File: src/hdl/kqrl_ram.sv
// ----------------------------------------------------------------------------
// kqrl_ram: generic simple dual-port RAM
// One write port, one read port, read data registered.
// ----------------------------------------------------------------------------
`default_nettype none

module kqrl_ram #(
    parameter int WIDTH = 8,
    parameter int DEPTH = 256
) (
    input  wire logic                     aclk,
    input  wire logic                     wr_en,
    input  wire logic [$clog2(DEPTH)-1:0] wr_addr,
    input  wire logic [WIDTH-1:0]         wr_data,
    input  wire logic                     rd_en,
    input  wire logic [$clog2(DEPTH)-1:0] rd_addr,
    output logic      [WIDTH-1:0]         rd_data
);

    logic [WIDTH-1:0] mem [DEPTH];

    always_ff @(posedge aclk) begin
        if (wr_en) begin
            mem[wr_addr] <= wr_data;
        end
        if (rd_en) begin
            rd_data <= mem[rd_addr];
        end
    end

endmodule

`default_nettype wire

File: config.mk
export PLATFORM = sky130hd
export DESIGN_NAME = kqrl_ram
export DESIGN_NICKNAME = d
export VERILOG_FILES = /design/src/hdl/kqrl_ram.sv
export SDC_FILE = /design/constraint.sdc
export NUM_CORES = 2
export LEC_CHECK = 0
export BUFFER_PORTS_ARGS = -buffer_cell sky130_fd_sc_hd__buf_2
export CORE_ASPECT_RATIO = 2
export CORE_MARGIN = 4
export CORE_UTILIZATION = 30
export CTS_CLUSTER_SIZE = 16
export DETAILED_ROUTE_END_ITERATION = 10
export PLACE_DENSITY = 0.5
export SLEW_MARGIN = 20
export SYNTH_ARGS = -nofsm -noshare
export SYNTH_HDL_FRONTEND = slang
export SYNTH_SLANG_ARGS = --single-unit
File: constraint.sdc
create_clock -name aclk -period 6.1 [get_ports aclk]
set_input_delay 0 -clock aclk [delete_from_list [all_inputs] [get_ports aclk]]
set_output_delay 0 -clock aclk [all_outputs]
set_load 0.05 [all_outputs]
### Word level (Yosys, flattened, before mapping)

Memory sizes are Yosys's and may differ from the RTL's. A register that Yosys moved wholly into a read port is not among the register bits.
Index checks and enable logic that the tools add are counted.

* bits in latches: 0
* memories: 1
* logic and storage cells: 3
* bits of input ports: 27
* output and inout bits: 8
* bits in read-only memories: 0
* register bits after elaboration: 0
* memory bits (writable): 2048

Memories
* mem: depth 256, bits a word 8, rd ports 1, clocked after memory_dff 1, wr ports 1, line 20 `logic [WIDTH-1:0] mem [DEPTH];`

* order comparisons: 0
* divide/modulo/power cells: 0
* add/subtract/negate cells: 0
* multiply operators: 0
* multiplexer cells: 2
* reduce and logical (&&, ||, !) cells: 0
* shifts and indexed selects: 0
* bitwise operators: 0
* eq/ne operators: 0

Operator list (number)
* $mux W1: 2

### Logic depth before layout (Yosys ltp)

* depth after elaboration: 2
* mapped depth: 11
* mapped depth without buffers: 6

### Worst setup path after synthesis

Ideal clock, no wire load.

* kind: input to register
* from: input rd_addr[0]
* to: register rd_data[2] (read register of mem), data pin
* data required time: 5.831 ns
* arrival: 1.807 ns
* slack: 4.024 ns
* stages on the path: 9
* library setup time: 0.269 ns
* buffers on the path: 4
* cell sequence: buf_6 > buf_12 > buf_8 > buf_2 > mux4_2 > a22oi_1 > a21oi_1 > nor4_1 > nor4_2

RTL lines
* start, declared: line 16 `input wire logic [$clog2(DEPTH)-1:0] rd_addr,`
* end, declared: line 17 `output logic [WIDTH-1:0] rd_data`

### Worst setup path after layout

* from: input wr_addr[1]
* to: memory mem[37][1], enable pin

RTL lines
* start, declared: line 13 `input wire logic [$clog2(DEPTH)-1:0] wr_addr,`
* end, declared: line 20

No word-level cell before the write port.

==> run_results.csv <==
group,metric,value,unit
cts,clock_root_buffer_master,"sky130_fd_sc_hd__clkbuf_16",
synth,yosys-top-cells-area,"sky130_fd_sc_hd__edfxtp_1 78%, sky130_fd_sc_hd__mux4_2 13%, sky130_fd_sc_hd__mux2i_1 1.7%",
worst_setup_path,worst_setup_path_start_kind,"input pin",
synth,ys_warns,0,
synth,post-synth-top-count-cell,"sky130_fd_sc_hd__edfxtp_1",
hold_path,worst_hold_path.num_cells,3,
timing,worst_clock_skew,0.03091,ns
routing,detail-route-antenna-nets,0,
worst_setup_path,critical_path_class,"input pin to register",
global_route,track_usage,16.69,%
floorplanning,floorplan.die_area,274300,µm²
global_route,grt_first_pass_wirelength,322900,µm
synth,synth_largest_type_area_fraction,77.53,%
timing,hold_violations,0,
layout,design.final.nets,3856,
synth,synthesis.area_per_instance,21.33,µm²
worst_setup_path,reg2regPathDepth,5,
worst_setup_path,setup.worst_path.end_class,"register",
synth,synthesis.area,79640,µm²
cts,post_cts_buffers,0,
floorplanning,fp.dieW,372.3,µm
timing,finalCritPeriodShare,53.72,%
synth,register_area_share_after_synthesis,77.53,%
floorplanning,die_h,736.6,µm
synth,synth_async_sr_flop_share,0,%
synth,synth-edff-count,2056,
routing,drt_iter0_drc,3172,
pwr,power_leakage,26.66,nW
cts,clock-sinks,2056,
cts,num_cts_buffers,175,
worst_setup_path,crit_arrival,3.69,ns
worst_setup_path,regToRegEndpoint,"rd_data[0]",
routing,viasPerCell,5.107,
place,place_ws,2.004,ns
timing,slew_violations,0,
routing,wire_per_inst,31.01,µm
timing,worst_slew_margin_rel,20.86,%
worst_setup_path,cp_data_required_time,6.52,ns
synth,synth_area_leader_cell,"sky130_fd_sc_hd__edfxtp_1",
hold_path,worst_hold_path.endpoint,"mem[147][7]",
cts,clk-insertion-delay-late,0.82,ns
synth,netlist_instances,3733,
cts,post_cts_resized,0,
global_route,first_global_vias,40450,
floorplanning,start_util,30.14,%
routing,wirelength,231300,µm
cts,clk_transition_reported_paths,0.07,ns
timing,final.setup.worst_slack,2.823,ns
worst_setup_path,timing.rr.start,"mem[168][0]",
floorplanning,fp.coreArea,264300,µm²
floorplanning,rows,267,
pwr,p_per_area,312.7,nW/µm²
routing,drcViolationCount,0,
timing,fin_tns_setup,0,ns
routing,dr.pass1.iters,5,
hold_path,worst_hold_path_type,"input pin to register",
timing,max_freq,305.2,MHz
timing,period_needed,3.277,ns
place,routability_congestion_estimate,0.8315,
layout,final_layout_size_suffix_gt1_share,21.49,%
run,max-cap-violations,0,
worst_setup_path,reg2reg_slack,3.04,ns
timing,setup-violations-final,0,
routing,vias,38090,
hold_path,worst_hold_startpoint,"wr_addr[0]",
global_route,largest_net_degree_at_the_start_of_global_routing,168,
timing,worstMarginPinSlew,1.187,ns
cts,number_of_h_tree_levels,4,
place,hpwlAfterDp,151400,µm
global_route,overflow,0,
status,run_status,"finished, final reports clean",
timing,grt_setup_unrepaired,"false",
layout,area_growth_syn_to_layout,12.18,%
place,port_buffers,34,
cts,max-clock-path-buffers,4,
synth,ys_seq_elements,2056,
synth,synth-main-ff-cell,"sky130_fd_sc_hd__edfxtp_1",
cts,tritoncts,"yes",
synth,ys_top_cells_by_count,"2,056 x sky130_fd_sc_hd__edfxtp_1, 454 x sky130_fd_sc_hd__mux4_2, 282 x sky130_fd_sc_hd__nor2_1",
worst_setup_path,crit_path_max_fanout,13,
pwr,vdd_ir_drop_max,0.2123,mV
synth,synth_cell_type_count,54,
global_route,initial_antenna_violation_count,12,
floorplanning,pin_count,35,
synth,syn_nets,3760,
[how the worst max path moves through the flow]
stage	from	end	cells past startpoint
6_report	wr_addr[1]	mem[37][1]	5
3_5_place_dp	rd_addr[1]	rd_data[2]	9
5_1_grt	wr_addr[1]	mem[37][0]	5
3_3_place_gp	rd_addr[0]	rd_data[5]	8
4_1_cts	wr_addr[1]	mem[5][4]	5
2_1_floorplan	rd_addr[0]	rd_data[2]	9
[cells in the final DEF (no fill, tap or decap), types with 14 or more instances in the layout]
| cell type | instances |
|---|---|
| sky130_fd_sc_hd__a21oi_1 | 96 |
| sky130_fd_sc_hd__nor3_1 | 19 |
| sky130_fd_sc_hd__o221ai_1 | 46 |
| sky130_fd_sc_hd__nand2_1 | 33 |
| sky130_fd_sc_hd__nor2b_1 | 28 |
| sky130_fd_sc_hd__clkinv_2 | 25 |
| sky130_fd_sc_hd__nand3_1 | 29 |
| sky130_fd_sc_hd__a22oi_1 | 133 |
| sky130_fd_sc_hd__clkbuf_16 | 179 |
| sky130_fd_sc_hd__mux4_2 | 454 |
| sky130_fd_sc_hd__edfxtp_1 | 2056 |
| sky130_fd_sc_hd__o22ai_1 | 28 |
| sky130_fd_sc_hd__nor4_1 | 20 |
| sky130_fd_sc_hd__a211oi_1 | 14 |
| sky130_fd_sc_hd__mux2i_1 | 134 |
| sky130_fd_sc_hd__buf_4 | 90 |
| sky130_fd_sc_hd__clkinv_1 | 41 |
| sky130_fd_sc_hd__clkbuf_1 | 43 |
| sky130_fd_sc_hd__nor2_1 | 279 |
| sky130_fd_sc_hd__buf_12 | 14 |
| sky130_fd_sc_hd__buf_2 | 22 |
[state kept, by name, indices dropped and copies added (netlist names)]
signal / cells
mem: 2048
rd_data: 8
[critical path: stages]
cell and delay [ns]:
sky130_fd_sc_hd__dlygate4sd3_1 0.59, sky130_fd_sc_hd__buf_2 0.21, sky130_fd_sc_hd__nor2b_1 0.65, sky130_fd_sc_hd__nand3_2 0.97
sky130_fd_sc_hd__nor2_1 1.20
[logic make-up after synthesis]
group                  synth area share, %
DFF                                  77.53
muxes                                14.60
and+or+nand+nor                      2.625
AOI/OAI and AO/OA                    3.416
buffers and inverters                1.829
[metrics by stage]
stage                     util (%)  std cells  hold WS [ns]  power, mW  area [µm²]
after global placement       31.72       7127        0.4865      17.42       83810
after global routing         33.80       7454       0.08774      28.75       89330
after CTS                    33.80       7453      0.003955      28.22       89320
after floorplan                  -       3733       0.09887      16.67       79640
final                        33.81       7458       0.07188      27.94       89340
after detailed placement     31.77       7136        0.4969      17.45       83940
[layer usage]
| layer | up-vias | part of all wire (%) | track usage (%) |
|---|---|---|---|
| met5 | - | 0.016 | 0 |
| met2 | 1096 | 57 | 32.40 |
| met4 | 6 | 5.9 | 8.439 |
| li1 | 15840 | - | - |
| met3 | 373 | 4.1 | 2.052 |
| met1 | 20770 | 33 | 17.33 |
[final cells by class]
| class | instances | area (µm²) |
|---|---|---|
| Sequential cell | 2056 | 61740 |
| Clock inverter | 82 | 613.1 |
| Multi-Input combinational cell | 1442 | 16570 |
| Inverter | 2 | 7.507 |
| Tap cell | 3497 | 4375 |
| Clock buffer | 222 | 4641 |
| Timing Repair Buffer | 152 | 1380 |
| Fill cell | 24630 | 174900 |
| Antenna cell | 5 | 12.51 |
[what timing repair did]
action / 4_1_cts / 5_1_grt
endpoints found under the hold margin: 864 / 0
hold buffers: 13 / 0
endpoints found under the setup margin: 0 / 0
[power breakdown]
group          internal (mW)  total [mW]  switching [mW]  leakage [nW]
clock                   5.76        10.8            5.07          2.56
sequential              15.6        15.6          0.0156          18.5
combinational          0.475        1.52            1.05          5.61
(Power assumes the default switching activity.)
